<file path="src/rtl/lpsc_pkg.sv">
// lpsc_pkg: shared types and constants for the length-prefixed to start-code converter
// no dependencies; imported by every module of the block
`timescale 1ns / 1ps

package lpsc_pkg;

  // prefix length register
  localparam int unsigned LenBytesW     = 3;
  localparam logic [LenBytesW-1:0] LenBytesMin   = 3'd1;
  localparam logic [LenBytesW-1:0] LenBytesMax   = 3'd4;
  localparam logic [LenBytesW-1:0] LenBytesReset = 3'd4;

  // start code bytes
  localparam logic [7:0] StartZeroByte = 8'h00;
  localparam logic [7:0] StartOneByte  = 8'h01;
  localparam logic [7:0] ErrorByte     = 8'h00;

  // input word
  typedef struct packed {
    logic [7:0] in_byte;
    logic       packet_last;
  } lpsc_in_t;

  // output word
  typedef struct packed {
    logic [7:0] out_byte;
    logic       run_last;
    logic       packet_end;
    logic       packet_error;
  } lpsc_out_t;

  // what one accepted input word turns into
  typedef enum logic [1:0] {
    BurstPayload = 2'd0,
    BurstError   = 2'd1,
    BurstStart3  = 2'd2,
    BurstStart4  = 2'd3
  } burst_kind_e;

  typedef struct packed {
    burst_kind_e kind;
    logic [7:0]  data;
    logic        pkt_last;
  } lpsc_burst_t;

endpackage

</file>
<file path="src/rtl/length_prefixed_to_start_code_nal.sv">
// length_prefixed_to_start_code_nal: strips unit length prefixes, inserts start codes
// a taken word's burst is registered in the emit queue, whose head drives the output
// throughput: one payload byte per cycle unless the two-burst queue is full;
//   a prefix end adds a 3 or 4 word start code, sequenced at one word per ready cycle
// reset: async active low, length register returns to 4, packet state to start of packet
// depends on lpsc_pkg, lpsc_parse, lpsc_emit
`timescale 1ns / 1ps

module length_prefixed_to_start_code_nal (
  input  logic                            clk_i,
  input  logic                            rst_ni,
  input  logic                            in_valid_i,
  output logic                            in_ready_o,
  input  lpsc_pkg::lpsc_in_t              in_data_i,
  output logic                            out_valid_o,
  input  logic                            out_ready_i,
  output lpsc_pkg::lpsc_out_t             out_data_o,
  input  logic                            cfg_valid_i,
  output logic                            cfg_ready_o,
  input  logic [lpsc_pkg::LenBytesW-1:0]  cfg_data_i
);
  import lpsc_pkg::*;

  logic [LenBytesW-1:0] len_bytes_q;
  logic                 accept;
  logic                 push;
  logic                 full;
  lpsc_burst_t          burst;

  assign cfg_ready_o = 1'b1;
  assign in_ready_o  = !full;
  assign accept      = in_valid_i && in_ready_o;

  // prefix length register
  always_ff @(posedge clk_i or negedge rst_ni) begin
    if (!rst_ni) begin
      len_bytes_q <= LenBytesReset;
    end else if (cfg_valid_i && cfg_ready_o) begin
      len_bytes_q <= cfg_data_i;
    end
  end

  lpsc_parse u_parse (
    .clk_i       (clk_i),
    .rst_ni      (rst_ni),
    .accept_i    (accept),
    .in_data_i   (in_data_i),
    .len_bytes_i (len_bytes_q),
    .push_o      (push),
    .burst_o     (burst)
  );

  lpsc_emit u_emit (
    .clk_i       (clk_i),
    .rst_ni      (rst_ni),
    .push_i      (push && accept),
    .burst_i     (burst),
    .full_o      (full),
    .out_valid_o (out_valid_o),
    .out_ready_i (out_ready_i),
    .out_data_o  (out_data_o)
  );

`ifndef SYNTH
  // an error word always closes the packet on its own
  assert property (@(posedge clk_i) disable iff (!rst_ni)
    (out_valid_o && out_data_o.packet_error) |->
      (out_data_o.run_last && out_data_o.packet_end))
    else $error("error word without packet end");
`endif

endmodule

</file>
<file path="src/rtl/lpsc_parse.sv">
// lpsc_parse: per-word prefix/payload tracking, decides the burst each input word causes
// depends on lpsc_pkg
`timescale 1ns / 1ps

module lpsc_parse (
  input  logic                              clk_i,
  input  logic                              rst_ni,
  input  logic                              accept_i,
  input  lpsc_pkg::lpsc_in_t                in_data_i,
  input  logic [lpsc_pkg::LenBytesW-1:0]    len_bytes_i,
  output logic                              push_o,
  output lpsc_pkg::lpsc_burst_t             burst_o
);
  import lpsc_pkg::*;

  logic        in_payload_q, in_payload_d;
  logic [1:0]  prefix_count_q, prefix_count_d;
  logic [31:0] length_accum_q, length_accum_d;
  logic [31:0] payload_left_q, payload_left_d;
  logic        first_unit_q, first_unit_d;
  logic        error_seen_q, error_seen_d;

  logic [2:0]  lb;
  logic [31:0] acc_next;
  logic [2:0]  cnt_next;
  logic [31:0] left_next;
  logic        fail;
  logic        clear;
  logic        last;

  // clamp the register into 1..4
  always_comb begin
    if (len_bytes_i < LenBytesMin) begin
      lb = LenBytesMin;
    end else if (len_bytes_i > LenBytesMax) begin
      lb = LenBytesMax;
    end else begin
      lb = len_bytes_i;
    end
  end

  assign last      = in_data_i.packet_last;
  assign acc_next  = {length_accum_q[23:0], in_data_i.in_byte};
  assign cnt_next  = {1'b0, prefix_count_q} + 3'd1;
  assign left_next = payload_left_q - 32'd1;

  // next state and burst selection
  always_comb begin
    in_payload_d   = in_payload_q;
    prefix_count_d = prefix_count_q;
    length_accum_d = length_accum_q;
    payload_left_d = payload_left_q;
    first_unit_d   = first_unit_q;
    error_seen_d   = error_seen_q;
    fail           = 1'b0;
    push_o         = 1'b0;
    burst_o.kind     = BurstPayload;
    burst_o.data     = in_data_i.in_byte;
    burst_o.pkt_last = last;

    if (error_seen_q) begin
      fail = 1'b1;
    end else if (in_payload_q) begin
      if (last && (left_next != 32'd0)) begin
        fail = 1'b1;
      end else begin
        push_o         = 1'b1;
        payload_left_d = left_next;
        if (left_next == 32'd0) begin
          in_payload_d   = 1'b0;
          prefix_count_d = 2'd0;
          length_accum_d = 32'd0;
        end
      end
    end else if (cnt_next < lb) begin
      // still collecting prefix bytes
      prefix_count_d = cnt_next[1:0];
      length_accum_d = acc_next;
      fail           = last;
    end else if ((lb == LenBytesMax) && acc_next[31]) begin
      fail = 1'b1;
    end else if ((acc_next != 32'd0) && last) begin
      fail = 1'b1;
    end else begin
      // prefix complete: start code replaces it
      push_o         = 1'b1;
      burst_o.kind   = first_unit_q ? BurstStart4 : BurstStart3;
      first_unit_d   = 1'b0;
      prefix_count_d = 2'd0;
      length_accum_d = 32'd0;
      if (acc_next != 32'd0) begin
        in_payload_d   = 1'b1;
        payload_left_d = acc_next;
      end
    end

    // malformed packet: swallow until the last word
    if (fail) begin
      in_payload_d   = 1'b0;
      prefix_count_d = 2'd0;
      length_accum_d = 32'd0;
      payload_left_d = 32'd0;
      error_seen_d   = 1'b1;
      if (last) begin
        push_o       = 1'b1;
        burst_o.kind = BurstError;
      end
    end
  end

  assign clear = accept_i && last;

  // packet state
  always_ff @(posedge clk_i or negedge rst_ni) begin
    if (!rst_ni) begin
      in_payload_q   <= 1'b0;
      prefix_count_q <= 2'd0;
      length_accum_q <= 32'd0;
      payload_left_q <= 32'd0;
      first_unit_q   <= 1'b1;
      error_seen_q   <= 1'b0;
    end else if (clear) begin
      in_payload_q   <= 1'b0;
      prefix_count_q <= 2'd0;
      length_accum_q <= 32'd0;
      payload_left_q <= 32'd0;
      first_unit_q   <= 1'b1;
      error_seen_q   <= 1'b0;
    end else if (accept_i) begin
      in_payload_q   <= in_payload_d;
      prefix_count_q <= prefix_count_d;
      length_accum_q <= length_accum_d;
      payload_left_q <= payload_left_d;
      first_unit_q   <= first_unit_d;
      error_seen_q   <= error_seen_d;
    end
  end

`ifndef SYNTH
  // a swallowed packet never counts payload
  assert property (@(posedge clk_i) disable iff (!rst_ni)
    error_seen_q |-> (!in_payload_q && payload_left_q == 32'd0))
    else $error("error state with payload pending");

  // while in payload there is always at least one byte left
  assert property (@(posedge clk_i) disable iff (!rst_ni)
    in_payload_q |-> (payload_left_q != 32'd0))
    else $error("payload state with zero bytes left");
`endif

endmodule

</file>
<file path="src/rtl/lpsc_emit.sv">
// lpsc_emit: two-entry burst queue and beat sequencer driving the output channel
// depends on lpsc_pkg
`timescale 1ns / 1ps

module lpsc_emit (
  input  logic                  clk_i,
  input  logic                  rst_ni,
  input  logic                  push_i,
  input  lpsc_pkg::lpsc_burst_t burst_i,
  output logic                  full_o,
  output logic                  out_valid_o,
  input  logic                  out_ready_i,
  output lpsc_pkg::lpsc_out_t   out_data_o
);
  import lpsc_pkg::*;

  lpsc_burst_t mem_q [2];
  logic        wr_ptr_q, rd_ptr_q;
  logic [1:0]  count_q, count_d;
  logic [1:0]  beat_q;
  logic [1:0]  beat_max;
  logic        last_beat;
  logic        pop;
  lpsc_burst_t head;

  assign head        = mem_q[rd_ptr_q];
  assign full_o      = (count_q == 2'd2);
  assign out_valid_o = (count_q != 2'd0);

  // beats per burst, minus one
  always_comb begin
    unique case (head.kind)
      BurstPayload: beat_max = 2'd0;
      BurstError:   beat_max = 2'd0;
      BurstStart3:  beat_max = 2'd2;
      BurstStart4:  beat_max = 2'd3;
      default:      beat_max = 2'd0;
    endcase
  end

  assign last_beat = (beat_q == beat_max);
  assign pop       = out_valid_o && out_ready_i && last_beat;

  // output word from the head burst
  always_comb begin
    out_data_o.run_last     = last_beat;
    out_data_o.packet_end   = last_beat && head.pkt_last;
    out_data_o.packet_error = (head.kind == BurstError);
    unique case (head.kind)
      BurstPayload: out_data_o.out_byte = head.data;
      BurstError:   out_data_o.out_byte = ErrorByte;
      BurstStart3,
      BurstStart4:  out_data_o.out_byte = last_beat ? StartOneByte : StartZeroByte;
      default:      out_data_o.out_byte = ErrorByte;
    endcase
  end

  // occupancy
  always_comb begin
    count_d = count_q;
    if (push_i && !pop) begin
      count_d = count_q + 2'd1;
    end else if (!push_i && pop) begin
      count_d = count_q - 2'd1;
    end
  end

  // queue pointers and beat counter
  always_ff @(posedge clk_i or negedge rst_ni) begin
    if (!rst_ni) begin
      wr_ptr_q <= 1'b0;
      rd_ptr_q <= 1'b0;
      count_q  <= 2'd0;
      beat_q   <= 2'd0;
    end else begin
      count_q <= count_d;
      if (push_i) begin
        wr_ptr_q <= ~wr_ptr_q;
      end
      if (pop) begin
        rd_ptr_q <= ~rd_ptr_q;
        beat_q   <= 2'd0;
      end else if (out_valid_o && out_ready_i) begin
        beat_q <= beat_q + 2'd1;
      end
    end
  end

  // burst storage
  always_ff @(posedge clk_i) begin
    if (push_i) begin
      mem_q[wr_ptr_q] <= burst_i;
    end
  end

`ifndef SYNTH
  // a burst never arrives while the queue is full
  assert property (@(posedge clk_i) disable iff (!rst_ni)
    push_i |-> (count_q != 2'd2))
    else $error("burst pushed into full queue");

  // beat counter rests at zero while nothing is queued
  assert property (@(posedge clk_i) disable iff (!rst_ni)
    (count_q == 2'd0) |-> (beat_q == 2'd0))
    else $error("beat counter moved with empty queue");
`endif

endmodule

</file>
<file path="config.mk">
export PLATFORM = sky130hd
export DESIGN_NAME = length_prefixed_to_start_code_nal
export DESIGN_NICKNAME = d
export VERILOG_FILES = /design/src/rtl/lpsc_pkg.sv /design/src/rtl/length_prefixed_to_start_code_nal.sv /design/src/rtl/lpsc_parse.sv /design/src/rtl/lpsc_emit.sv
export SDC_FILE = /design/constraint.sdc
export NUM_CORES = 1
export LEC_CHECK = 0
export BUFFER_PORTS_ARGS = -buffer_cell sky130_fd_sc_hd__buf_2
export CORE_MARGIN = 8
export CORE_UTILIZATION = 58
export CTS_BUF_LIST = sky130_fd_sc_hd__clkbuf_16
export DETAILED_ROUTE_END_ITERATION = 8
export PLACE_DENSITY = 0.76
export SETUP_SLACK_MARGIN = 0.02
export SLEW_MARGIN = 40
export SYNTH_ARGS = -nofsm -noshare
export SYNTH_HDL_FRONTEND = slang
export SYNTH_HIERARCHICAL = 1
export SYNTH_SLANG_ARGS = --single-unit
</file>
<file path="constraint.sdc">
create_clock -name clk_i -period 4.1 [get_ports clk_i]
set_input_delay 0.205 -clock clk_i [delete_from_list [all_inputs] [get_ports clk_i]]
set_output_delay 0.205 -clock clk_i [all_outputs]
set_load 0.01 [all_outputs]
</file>
==> results.ini <==
[run_status]
status=finished, final reports clean

[yosys]
synth_flop_cell=dfrtp_1
syn_area_per_cell_um2=9.45
syn_inst=565
yosysWarnings=6
yosys_register_bits=92
syn_nets=588
ys_types=68
synth-edff-count=22
netlist_area_um2=5340
yosysSeqAreaShare=0.452
async_reset_ff_frac=0.761

[cts]
cts_max_path_buffers=2
insertion_delay_ns=0.33
cts_tree=yes
root_buffer=clkbuf_16
numCtsBuffers=9
clk_pin_slew_ns=0.07
cts_sinks=92
cts_htree_levels=3
postCtsSetupRepairBufs=0

[grt]
grt.overflow.total=0
use_met2=0.336
grt_pass1_wl_um=21500
grt_max_degree=44
busiest_layer=met2
use_met1=0.275
use_met3=0.0433
grt_pass1_vias=4225
track_usage=0.212
antenna_found_initial=0

[run]
maxCapViolations=0

[sta]
finClkSkew_ns=0.00668
slew_viol_final=0
finalSetupViolCount=0
holdWs_ns=0.0989
grt_setup_unrepaired=false
tns_ns=0
min_period_over_period=0.915
post-route-min-period_ns=3.75
slew_headroom=0.491
tightest_slew_ns=0.761
clock.fmax_mhz=267
final_hold_viol_count=0

[layout]
n_antenna_cell=0
seq_area_um2=2410
multiInputGateArea_um2=2650
final_core_util=0.634
drive_gt1_frac=0.136
fillers=731
layout.nets=591
syn_to_final_growth_pct=8.06

[placed_design]
place_hpwl_um=9190
place.gp.congestion=0.923
portBuffers=29

[power_and_ir_drop]
power_uw=5240
peakVddDrop_mv=0.362
p_leak_uw=0.00244
power.density_nw_per_um2=909

[floorplanning]
initial_core_util=0.586
coreArea_um2=9110
rows=35
die_x_um=112
dieArea_um2=12500
ioPinCount=31
fp.dieH_um=112

[route]
wl_per_cell_um=19.5
vias=4468
drt_iter0_drc=513
routed_via_density=6.53
first_pass_iters=5
finalWirelength_um=13400
drc=0
ant_nets=0

[setup_path]
rrSetupSlack_ns=0.35
cp.arrival_ns=3.96
worstPathRequired_ns=4.31
start_kind=flop
crit_type=flop to flop
worstSetupEndpointType=flop
path_max_fanout=19

[worst_hold_path]
hold_path.class=input port to flop

==> synthesized netlist by cell type, types with 7 or more instances <==
| master | n | share of area |
|---|---|---|
| o21ai_0 | 24 | 0.022 |
| xor2_1 | 14 | 0.023 |
| o21ai_1 | 21 | 0.020 |
| dfrtp_1 | 68 | 0.32 |
| nand2_1 | 50 | 0.035 |
| or3_1 | 7 | 0.0082 |
| a221o_1 | 7 | 0.013 |
| clkbuf_1 | 29 | 0.020 |
| a21oi_1 | 28 | 0.026 |
| nand3_1 | 7 | 0.0066 |
| edfxtp_1 | 22 | 0.12 |
| mux2i_1 | 11 | 0.021 |
| nor3_1 | 20 | 0.019 |
| inv_1 | 11 | 0.0077 |
| nor4_1 | 15 | 0.018 |
| buf_4 | 11 | 0.015 |
| a22oi_1 | 26 | 0.037 |
| xnor2_1 | 14 | 0.023 |
| nor2_1 | 59 | 0.041 |
| a22o_1 | 16 | 0.026 |
==> metrics by stage <==
stage	instance area [um^2]	std cells	worst slack, ns
after floorplan	5340	565	0.691
after global placement	5460	667	0.656
after CTS	5770	684	0.404
after detailed placement	5460	667	0.483
final	5770	684	0.350
after global routing	5770	684	0.174
==> placed cells by master (no fill, tap or decap), types with 3 or more instances in the layout <==
master and count:
a21oi_1 28, a221o_1 7, a22o_1 16, a22oi_1 26
a31oi_1 3, and2_1 3, and3_1 3, and3b_1 3
buf_2 29, buf_4 10, clkbuf_16 9, dfrtp_1 68
edfxtp_1 22, ha_1 6, inv_1 10, mux2_2 5
mux2i_1 11, nand2_1 50, nand3_1 7, nand4_1 6
nor2_1 59, nor2b_1 6, nor3_1 18, nor3_2 3
nor3b_1 3, nor4_1 15, o211ai_1 6, o21ai_0 24
o21ai_1 20, o31a_1 3, o31ai_1 3, or3_1 7
or4_1 6, xnor2_1 14, xor2_1 14
==> layer usage <==
metal	routed length (um)	vias to the layer above
met1	5760	2171
met4	330	0
met2	6270	199
met3	991	25
li1	-	2073
met5	0	-
==> worst paths after layout <==
kind	endpoint	startpoint	depth (start not counted)
setup reg to reg	u_parse/prefix_count_q[1]$_DFFE_PN0P_	u_parse/payload_left_q[0]$_DFFE_PN0P_	11
hold / removal	len_bytes_q[2]$_DFFE_PN1P_	cfg_data_i[2]	2
setup / recovery	u_parse/prefix_count_q[1]$_DFFE_PN0P_	u_parse/payload_left_q[0]$_DFFE_PN0P_	11
max in group asynchronous	u_parse/length_accum_q[12]$_DFFE_PN0P_	rst_ni	3
min in group asynchronous	u_emit/beat_q[1]$_DFFE_PN0P_	rst_ni	2
hold reg to reg	u_emit/wr_ptr_q$_DFFE_PN0P_	u_emit/wr_ptr_q$_DFFE_PN0P_	1
==> flip-flops by register name (all words and copies together), names as in the netlist <==
name and cells:
u_emit/count_q 2, len_bytes_q 3, u_parse/payload_left_q 32, u_emit/mem_q 22, u_emit/wr_ptr_q 1, u_emit/rd_ptr_q 1
u_parse/length_accum_q 24, u_parse/error_seen_q 1, u_parse/in_payload_q 1, u_parse/first_unit_q 1, u_emit/beat_q 2, u_parse/prefix_count_q 2
==> worst max-delay path, stage by stage (launching register included) <==
cell,delay [ns]
dfrtp_1,0.47
inv_1,0.10
ha_1,0.31
nor3b_1,0.46
and4_1,0.41
nand3_1,0.18
xnor2_1,0.17
or4_1,0.59
a2111oi_4,0.34
buf_4,0.22
buf_4,0.25
o21ai_0,0.12
==> cell type report <==
cell class	count	area share
clock buffer	9	0.0390
clock inverter	7	0.0126
inverter	11	0.00715
multi-input combinational	414	0.459
sequential	92	0.418
tap	111	0.0241
timing repair buffer	40	0.0399
==> cells by family (layout without fill, tap and decap cells) <==
kind of cell,count (synthesis),in the layout,share of synthesized area
xor+xnor,29,29,0.0511
compound gates,155,155,0.199
simple gates,206,206,0.193
fa+ha+maj,6,6,0.0141
flops,92,92,0.452
other cells,1,1,0.000702
buf+inv,59,67,0.0555
mux,17,17,0.0340
==> power by group <==
group,internal [uW],switching [uW]
clock network,475,356
logic,1120,1610
registers,1250,433
==> timing repair <==
| action | 4_1_cts | 5_1_grt |
|---|---|---|
| hold buffers | 1 | 0 |
| endpoints found under the hold margin | 25 | 0 |
| resized for setup | 0 | 0 |
No activity file was read; power rests on OpenSTA's default activity.
